**src/spq_pkg.sv**
```systemverilog
// Shared types and constants for the sorted priority queue.
// Depends on nothing; every other file imports it.
package spq_pkg;

  localparam int PrioW     = 16;
  localparam int DataW     = 32;
  localparam int CntOutW   = 5;
  localparam int DepthDflt = 16;

  typedef enum logic {
    OpInsert = 1'b0,
    OpDelete = 1'b1
  } spq_op_t;

  typedef struct packed {
    spq_op_t                  operation;
    logic signed [PrioW-1:0]  priority_req;
    logic        [DataW-1:0]  payload;
  } spq_req_t;

  typedef struct packed {
    logic                     removed_valid;
    logic signed [PrioW-1:0]  removed_priority;
    logic        [DataW-1:0]  removed_payload;
    logic                     insert_dropped;
    logic                     head_valid;
    logic signed [PrioW-1:0]  head_priority;
    logic        [DataW-1:0]  head_payload;
    logic        [CntOutW-1:0] entry_count;
  } spq_rsp_t;

  // One stored entry.
  typedef struct packed {
    logic signed [PrioW-1:0] prio;
    logic        [DataW-1:0] data;
  } spq_slot_t;

  // Broadcast to every cell in the chain.
  typedef struct packed {
    logic      do_insert;
    logic      do_delete;
    spq_slot_t entry;
  } spq_ctrl_t;

endpackage

```
**src/spq_cell.sv**
```systemverilog
// One slot of the sorted chain: holds an entry, shifts toward the tail on
// insert and toward the head on delete. Depends on spq_pkg.
module spq_cell
  import spq_pkg::*;
(
  input  logic      clk,
  input  spq_ctrl_t ctrl,
  input  logic      valid,     // slot index is below the entry count
  input  logic      prev_ge,   // slot toward the head stays in place on insert
  input  spq_slot_t prev_slot,
  input  spq_slot_t next_slot,
  output spq_slot_t slot,
  output logic      ge
);

  spq_slot_t slot_next;

  // Stored entry stays ahead of the new one when its priority is not lower.
  assign ge = valid && ($signed(slot.prio) >= $signed(ctrl.entry.prio));

  always_comb begin
    slot_next = slot;
    if (ctrl.do_insert) begin
      if (ge) begin
        slot_next = slot;
      end else if (prev_ge) begin
        slot_next = ctrl.entry;
      end else begin
        slot_next = prev_slot;
      end
    end else if (ctrl.do_delete) begin
      slot_next = next_slot;
    end
  end

  always_ff @(posedge clk) begin
    slot <= slot_next;
  end

endmodule

```
**src/sorted_priority_queue.sv**
```systemverilog
// Top level of the stable sorted priority queue: chain of spq_cell slots,
// entry counter and response register. Depends on spq_pkg and spq_cell.
//
//   channel  direction  payload    meaning
//   req      in         spq_req_t  insert (priority, payload) or delete head
//   rsp      out        spq_rsp_t  removed entry, drop flag, head, count
//
// One request per cycle while the response side keeps up: every slot compares
// its priority with the new one in parallel and all shift together, so a request
// is answered on the next edge and the next request may enter at once.
// req_ready is high whenever the response register is empty or being taken.
// Reset clears the entry count and the response valid; slot contents are not
// cleared, slots at or above the count are never shown.
// A stalled response holds its register and blocks only further requests.
module sorted_priority_queue
  import spq_pkg::*;
#(
  parameter int DEPTH = DepthDflt
) (
  input  logic     clk,
  input  logic     rst,
  input  logic     req_valid,
  output logic     req_ready,
  input  spq_req_t req,
  output logic     rsp_valid,
  input  logic     rsp_ready,
  output spq_rsp_t rsp
);

  localparam int CntW = $clog2(DEPTH + 1);

  logic [CntW-1:0] count;
  logic [CntW-1:0] count_next;
  logic            accept;
  logic            full;
  logic            empty;
  spq_ctrl_t       ctrl;
  spq_slot_t       slot  [DEPTH];
  logic            ge    [DEPTH];
  logic            cell_valid [DEPTH];
  spq_slot_t       head_next;
  spq_rsp_t        rsp_next;

  // Take a new request whenever the response register can be refilled.
  assign req_ready = !rsp_valid || rsp_ready;
  assign accept    = req_valid && req_ready;

  assign full  = (count == CntW'(DEPTH));
  assign empty = (count == '0);

  // Drop inserts into a full queue; ignore deletes on an empty one.
  assign ctrl.do_insert  = accept && (req.operation == OpInsert) && !full;
  assign ctrl.do_delete  = accept && (req.operation == OpDelete) && !empty;
  assign ctrl.entry.prio = req.priority_req;
  assign ctrl.entry.data = req.payload;

  always_comb begin
    count_next = count;
    if (ctrl.do_insert) begin
      count_next = count + 1'b1;
    end else if (ctrl.do_delete) begin
      count_next = count - 1'b1;
    end
  end

  always_ff @(posedge clk) begin
    if (rst) begin
      count <= '0;
    end else begin
      count <= count_next;
    end
  end

  // Chain of slots; slot 0 is the head.
  for (genvar i = 0; i < DEPTH; i++) begin : g_cell
    spq_slot_t prev_slot;
    spq_slot_t next_slot;
    logic      prev_ge;

    assign cell_valid[i] = (CntW'(i) < count);

    if (i == 0) begin : g_head
      assign prev_ge   = 1'b1;
      assign prev_slot = ctrl.entry;
    end else begin : g_body
      assign prev_ge   = ge[i-1];
      assign prev_slot = slot[i-1];
    end

    if (i == DEPTH - 1) begin : g_tail
      assign next_slot = slot[i];
    end else begin : g_mid
      assign next_slot = slot[i+1];
    end

    spq_cell u_cell (
      .clk       (clk),
      .ctrl      (ctrl),
      .valid     (cell_valid[i]),
      .prev_ge   (prev_ge),
      .prev_slot (prev_slot),
      .next_slot (next_slot),
      .slot      (slot[i]),
      .ge        (ge[i])
    );
  end

  // Head as it stands after this request.
  always_comb begin
    head_next = slot[0];
    if (ctrl.do_insert && !ge[0]) begin
      head_next = ctrl.entry;
    end else if (ctrl.do_delete) begin
      head_next = slot[1];
    end
  end

  always_comb begin
    rsp_next                  = '0;
    rsp_next.removed_valid    = ctrl.do_delete;
    rsp_next.insert_dropped   = accept && (req.operation == OpInsert) && full;
    rsp_next.head_valid       = (count_next != '0);
    rsp_next.entry_count      = CntOutW'(count_next);
    if (ctrl.do_delete) begin
      rsp_next.removed_priority = slot[0].prio;
      rsp_next.removed_payload  = slot[0].data;
    end
    if (count_next != '0) begin
      rsp_next.head_priority = head_next.prio;
      rsp_next.head_payload  = head_next.data;
    end
  end

  // Response register: load on accept, drop valid once taken.
  always_ff @(posedge clk) begin
    if (rst) begin
      rsp_valid <= 1'b0;
    end else if (accept) begin
      rsp_valid <= 1'b1;
    end else if (rsp_ready) begin
      rsp_valid <= 1'b0;
    end
  end

  always_ff @(posedge clk) begin
    if (accept) begin
      rsp <= rsp_next;
    end
  end

endmodule

```
**config.mk**
```make
export PLATFORM = sky130hd
export DESIGN_NAME = sorted_priority_queue
export DESIGN_NICKNAME = d
export VERILOG_FILES = /design/src/spq_pkg.sv /design/src/spq_cell.sv /design/src/sorted_priority_queue.sv
export SDC_FILE = /design/constraint.sdc
export NUM_CORES = 2
export LEC_CHECK = 0
export ABC_AREA = 0
export BUFFER_PORTS_ARGS = -buffer_cell sky130_fd_sc_hd__buf_2
export CORE_MARGIN = 2
export CORE_UTILIZATION = 30
export CTS_BUF_LIST = sky130_fd_sc_hd__clkbuf_8 sky130_fd_sc_hd__clkbuf_16
export DETAILED_ROUTE_END_ITERATION = 12
export HOLD_SLACK_MARGIN = 0.02
export PLACE_DENSITY = 0.47
export SETUP_SLACK_MARGIN = 0.2
export SYNTH_ARGS = -nofsm -noshare
export SYNTH_HDL_FRONTEND = slang
export SYNTH_SLANG_ARGS = --single-unit
export TNS_END_PERCENT = 30
```
**constraint.sdc**
```tcl
create_clock -name clk -period 8.76 [get_ports clk]
set_clock_uncertainty 0.05 [all_clocks]
set_input_delay 1.752 -clock clk [delete_from_list [all_inputs] [get_ports clk]]
set_output_delay 1.752 -clock clk [all_outputs]
set_load 0.02 [all_outputs]
```
# Yosys cells after proc, flatten, opt, wreduce, memory -nomap -nowiden
# Cells that the tools add are included.
# W data, S select, Z words.
[totals]
word_cells = 206
reg_bits = 878
input_bits = 53
[classes]
n_eq_ne = 16
n_bitwise = 2
n_reduce_logical = 47
muxes = 65
addsub = 2
magnitude_cmp = 32
[ops]
columns = ["op", "count"]
rows = [
  ["$mux W48", 61],
  ["$ge A16 B16 Y1", 16],
  ["$lt A4 B5 Y1 const A", 8],
  ["$ne A2 B2 Y1 const B", 15],
  ["$reduce_and A2 Y1", 15],
  ["$logic_and A1 B1 Y1", 23],
  ["$lt A3 B5 Y1 const A", 4],
  ["$lt A1 B5 Y1 const A", 2],
  ["$lt A2 B5 Y1 const A", 2],
  ["$mux W5", 2],
  ["$add A5 B1 Y5 const B", 1],
  ["$eq A5 B5 Y1 const B", 1],
  ["$logic_not A5 Y1", 1],
  ["$reduce_bool A5 Y1", 1],
  ["$sub A5 B1 Y5 const B", 1],
  ["$logic_not A1 Y1", 4],
  ["$reduce_bool A2 Y1", 2],
  ["$mux W1", 2],
  ["$not A1 Y1", 2],
  ["$logic_or A1 B1 Y1", 1],
]

# Depth between registers and ports, before layout
[logic_depth]
ltp_word = 8
mapped_depth = 13
ltp_nobuf = 9

# By module
# Synthesis repeated with hierarchy kept, for this count alone.
[unflattened]
hier_cells = 4893
area_unflattened_um2 = 51592.0
[modules_own_cells]
columns = ["module", "cells_each", "seq_area_each_um2", "area_per_inst_um2", "instances"]
rows = [
  ["spq_cell (g_cell[0].u_cell ...)", 275, 1441.4, 2882.8, 9],
  ["spq_cell (g_cell[3].u_cell ...)", 270, 1441.4, 2872.8, 7],
  ["sorted_priority_queue", 528, 3243.1, 5537.8, 1],
]

# Least setup slack after synthesis
# No wires, ideal clock.
[synth_path]
path_kind = "input port to flip-flop"
from = "input req[45] (netlist bit)"
to = "register, netlist name g_cell[7].u_cell.slot[0]"
setup_slack_ns = 0.790
required_ns = 8.184
path_buffers = 2
t_arrival_ns = 7.395
cell_stages = 10
cell_sequence = "clkbuf_1 -> inv_1 -> ha_1 -> nand3_1 -> or4_1 -> a21oi_1 -> nor4_1 -> and2_1 -> clkbuf_1 -> o31ai_1"
[synth_between]
elab_chain_len = 4
[synth_lines]
columns = ["element", "line_no", "source"]
rows = [
  ["from (decl)", "sorted_priority_queue.sv:24", "input spq_req_t req,"],
  ["$ge A16 B16 Y1", "spq_cell.sv:19", "assign ge = valid && ($signed(slot.prio) >= $signed(ctrl.entry.prio));"],
  ["$logic_and A1 B1 Y1", "spq_cell.sv:19", ""],
  ["$ne A2 B2 Y1 (no source line)", "-", ""],
  ["$reduce_and A2 Y1 (no source line)", "-", ""],
]
# Every way passes these cells.
# A chain may end at the register's enable or synchronous reset.

# Worst setup path in the final report
[layout_path]
from = "input req[39] (netlist bit)"
to = "register, netlist name g_cell[9].u_cell.slot[23]"
[layout_between]
elab_chain_len = 4
[layout_lines]
columns = ["element", "line_no"]
rows = [
  ["$ge A16 B16 Y1", "spq_cell.sv:19"],
  ["$logic_and A1 B1 Y1", "spq_cell.sv:19"],
  ["$ne A2 B2 Y1 (no source line)", "-"],
  ["$reduce_and A2 Y1 (no source line)", "-"],
]
# Every way passes these cells.

==> run_results.csv <==
group,metric,value,unit
job,cap_violations,0,
routing,ant_nets,0,
clocking,cts_sinks,878,
timing,finalSetupViolations,0,
routing,first_iter_violations,4788,
grt,gr-usage-all-layers,0.245,
min_path,hp-class,"flip-flop to flip-flop",
clocking,cts_resized,0,
timing,finalCritPeriodShare,0.719,
logic_synthesis,synth_area,0.0484,mm^2
final_layout,layout_commonest_cell,"edfxtp_1",
clocking,path_clk_slew,0.06,ns
worst_setup_path,start_kind,"input port",
placed_design,port_buffers,158,
final_layout,final_cell_mix,"edfxtp_1, nor2_1, a21oi_1",
timing,rsz0062_at_grt,"no",
placed_design,hpwl,128,mm
floorplan,io-pin-count,159,
timing,setup_tns,0,ns
timing,maxSlewViolCount,0,
clocking,cts_root_buffer,"clkbuf_16",
routing,avgRoutedWirePerCell,31.5,um
grt,grt_first_pass_wirelength,289,mm
worst_setup_path,crit_path_max_fanout,32,
grt,grt_max_degree,167,
logic_synthesis,synth_fp_nets,4670,
logic_synthesis,synth.avg_cell_area,11.1,um^2
routing,firstDrtPassIters,8,
logic_synthesis,ys_seq_area_frac,0.544,
clocking,cts_made_buffers,108,
power_and_ir_drop,peakVddDrop,0.177,mV
floorplan,die_area,0.164,mm^2
worst_setup_path,critPathKind,"input port to flip-flop",
final_layout,nets,4633,
timing,max_freq,0.159,GHz
floorplan,coreArea,0.160,mm^2
floorplan,rows,147,
floorplan,start_util,0.301,
placed_design,gp_congestion,0.958,
clocking,cts_hold_buf,0,
grt,first_global_vias,37170,
status,status,"completed",
clocking,h-tree-depth,3,
routing,drc_errors,0,
logic_synthesis,synth_edf_count,872,
grt,gr-total-overflow,0,
logic_synthesis,ys_async_sr_fraction,0,
logic_synthesis,synth_cells,4358,
logic_synthesis,synth_warnings,0,
timing,hold_viol,0,
timing,tightest_slew,1.30,ns
power_and_ir_drop,power_leakage,20.5,nW
routing,totalWireLength,207,mm
clocking,cts_setup_buffers,0,
logic_synthesis,ys.flop_type,"edfxtp_1",
placed_design,place_area,0.0513,mm^2
worst_setup_path,crit_required,9.09,ns
routing,num_vias,39307,
final_layout,syn2layout_area_growth,13.2,%
clocking,cts_tree,"built",
floorplan,die_w,405,um
timing,maxSlewHeadroom,0.132,
timing,period_minus_slack,6.30,ns
final_layout,fill_cells,16132,
power_and_ir_drop,p_per_area,239,mW/mm^2
clocking,cts_buffer_depth,3,
worst_setup_path,arrival,6.63,ns
final_layout,drive_gt1_frac,0.126,
final_layout,final_area,0.0547,mm^2
grt,grt_antenna_before_repair,22,
worst_setup_path,endpoint_kind,"flip-flop",
floorplan,die_h,405,um
logic_synthesis,ys_ff_latch,878,
worst_setup_path,r2r_slack,3.71,ns
logic_synthesis,synth.distinct_cells,68,
routing,vias_per_cell,5.97,
clocking,clk_latency,0.78,ns
registers in the layout, indices dropped and copies added, names as in the netlist:
name and count:
g_cell.u_cell.slot 768, rsp 104, count 5, rsp_valid 1
cells by family (layout without fill, tap and decap cells):
family / Yosys count / after routing / synth area share
multiplexers: 244 / 244 / 0.0518
AND/OR/NAND/NOR: 1217 / 1217 / 0.112
XOR/XNOR: 5 / 5 / 0.000906
other: 0 / 10 / 0
flip-flops: 878 / 878 / 0.544
adder cells (fa/ha/maj): 259 / 259 / 0.0670
AO/OA/AOI/OAI: 1301 / 1301 / 0.186
buffers and inverters: 454 / 508 / 0.0386
routing by layer:
layer / wire length (um) / track usage / vias up / part of all wire
met5: 316 / 0.0101 / - / 0.0015
met4: 6670 / 0.0822 / 14 / 0.032
met3: 18000 / 0.0400 / 350 / 0.087
met2: 91300 / 0.373 / 2111 / 0.44
met1: 90700 / 0.351 / 19975 / 0.44
li1: - / - / 16857 / -
synth_stat cells (5+ instances only):
cell,n,area share
a41oi_1,6,0.0011
nand2_1,253,0.020
ha_1,259,0.067
and4_1,16,0.0029
a221o_1,242,0.050
inv_1,58,0.0045
a21oi_1,408,0.042
dfxtp_1,6,0.0025
a21o_1,40,0.0062
clkbuf_1,282,0.022
o21ai_0,177,0.018
and3_1,58,0.0075
buf_4,5,0.00078
nor2_1,560,0.043
buf_2,68,0.0070
a31oi_1,152,0.020
nor3_1,62,0.0064
o211ai_1,108,0.017
o221a_2,50,0.012
buf_6,8,0.0019
nand4_1,44,0.0057
nand3_1,118,0.012
edfxtp_1,872,0.54
o21a_1,5,0.00078
nor4_1,5,0.00065
a211oi_1,59,0.0092
nor2b_1,20,0.0026
mux2_2,49,0.011
o31ai_1,6,0.00093
nand2b_1,11,0.0014
buf_1,32,0.0025
or3_1,5,0.00065
and2_1,51,0.0066
mux2i_1,195,0.040
critical path, stage by stage:
cell      delay (ns)
buf_2           0.18
inv_1           0.53
ha_1            0.38
a41o_1          0.25
a211oi_1        0.54
nor2_1          0.09
a211oi_1        0.24
o21a_2          0.17
buf_4           0.41
and2_2          0.81
nand2b_4        0.50
buf_4           0.66
area by class of cell:
type	instances	area, um^2	share of cell area
clock buffer	109	2720	0.0496
antenna	10	25.0	0.000457
inverter	59	226	0.00414
timing repair buffer	248	1530	0.0279
tap	2160	2700	0.0494
clock inverter	92	682	0.0125
multi-input combinational	3026	20500	0.375
sequential	878	26300	0.481
worst paths after layout:
| path | from | to | cells after the start |
|---|---|---|---|
| max | req[39] | g_cell[9].u_cell.slot[23]$_DFFE_PP_ | 12 |
| min | g_cell[15].u_cell.slot[7]$_DFFE_PP_ | g_cell[14].u_cell.slot[7]$_DFFE_PP_ | 1 |
| max reg2reg | g_cell[9].u_cell.slot[39]$_DFFE_PP_ | g_cell[9].u_cell.slot[23]$_DFFE_PP_ | 10 |
| min reg2reg | g_cell[15].u_cell.slot[7]$_DFFE_PP_ | g_cell[14].u_cell.slot[7]$_DFFE_PP_ | 1 |
per-stage QoR:
step	power (mW)	std cells	hold slack (ns)	util	worst slack [ns]
after floorplan	7.29	4358	0.475	-	0.790
after global placement	8.63	6370	0.479	0.320	1.82
after detailed placement	8.65	6370	0.488	0.320	1.83
after CTS	13.1	6571	0.497	0.341	2.62
after global routing	13.5	6579	0.516	0.341	2.39
final	13.1	6582	0.495	0.341	2.46
power breakdown:
part,total (mW),switching (mW),internal (mW)
Combinational,2.77,1.96,0.811
Clock,4.42,1.99,2.43
Sequential,5.87,0.475,5.39
Total,13.1,4.42,8.64
Power figures use the tool's default switching activity.
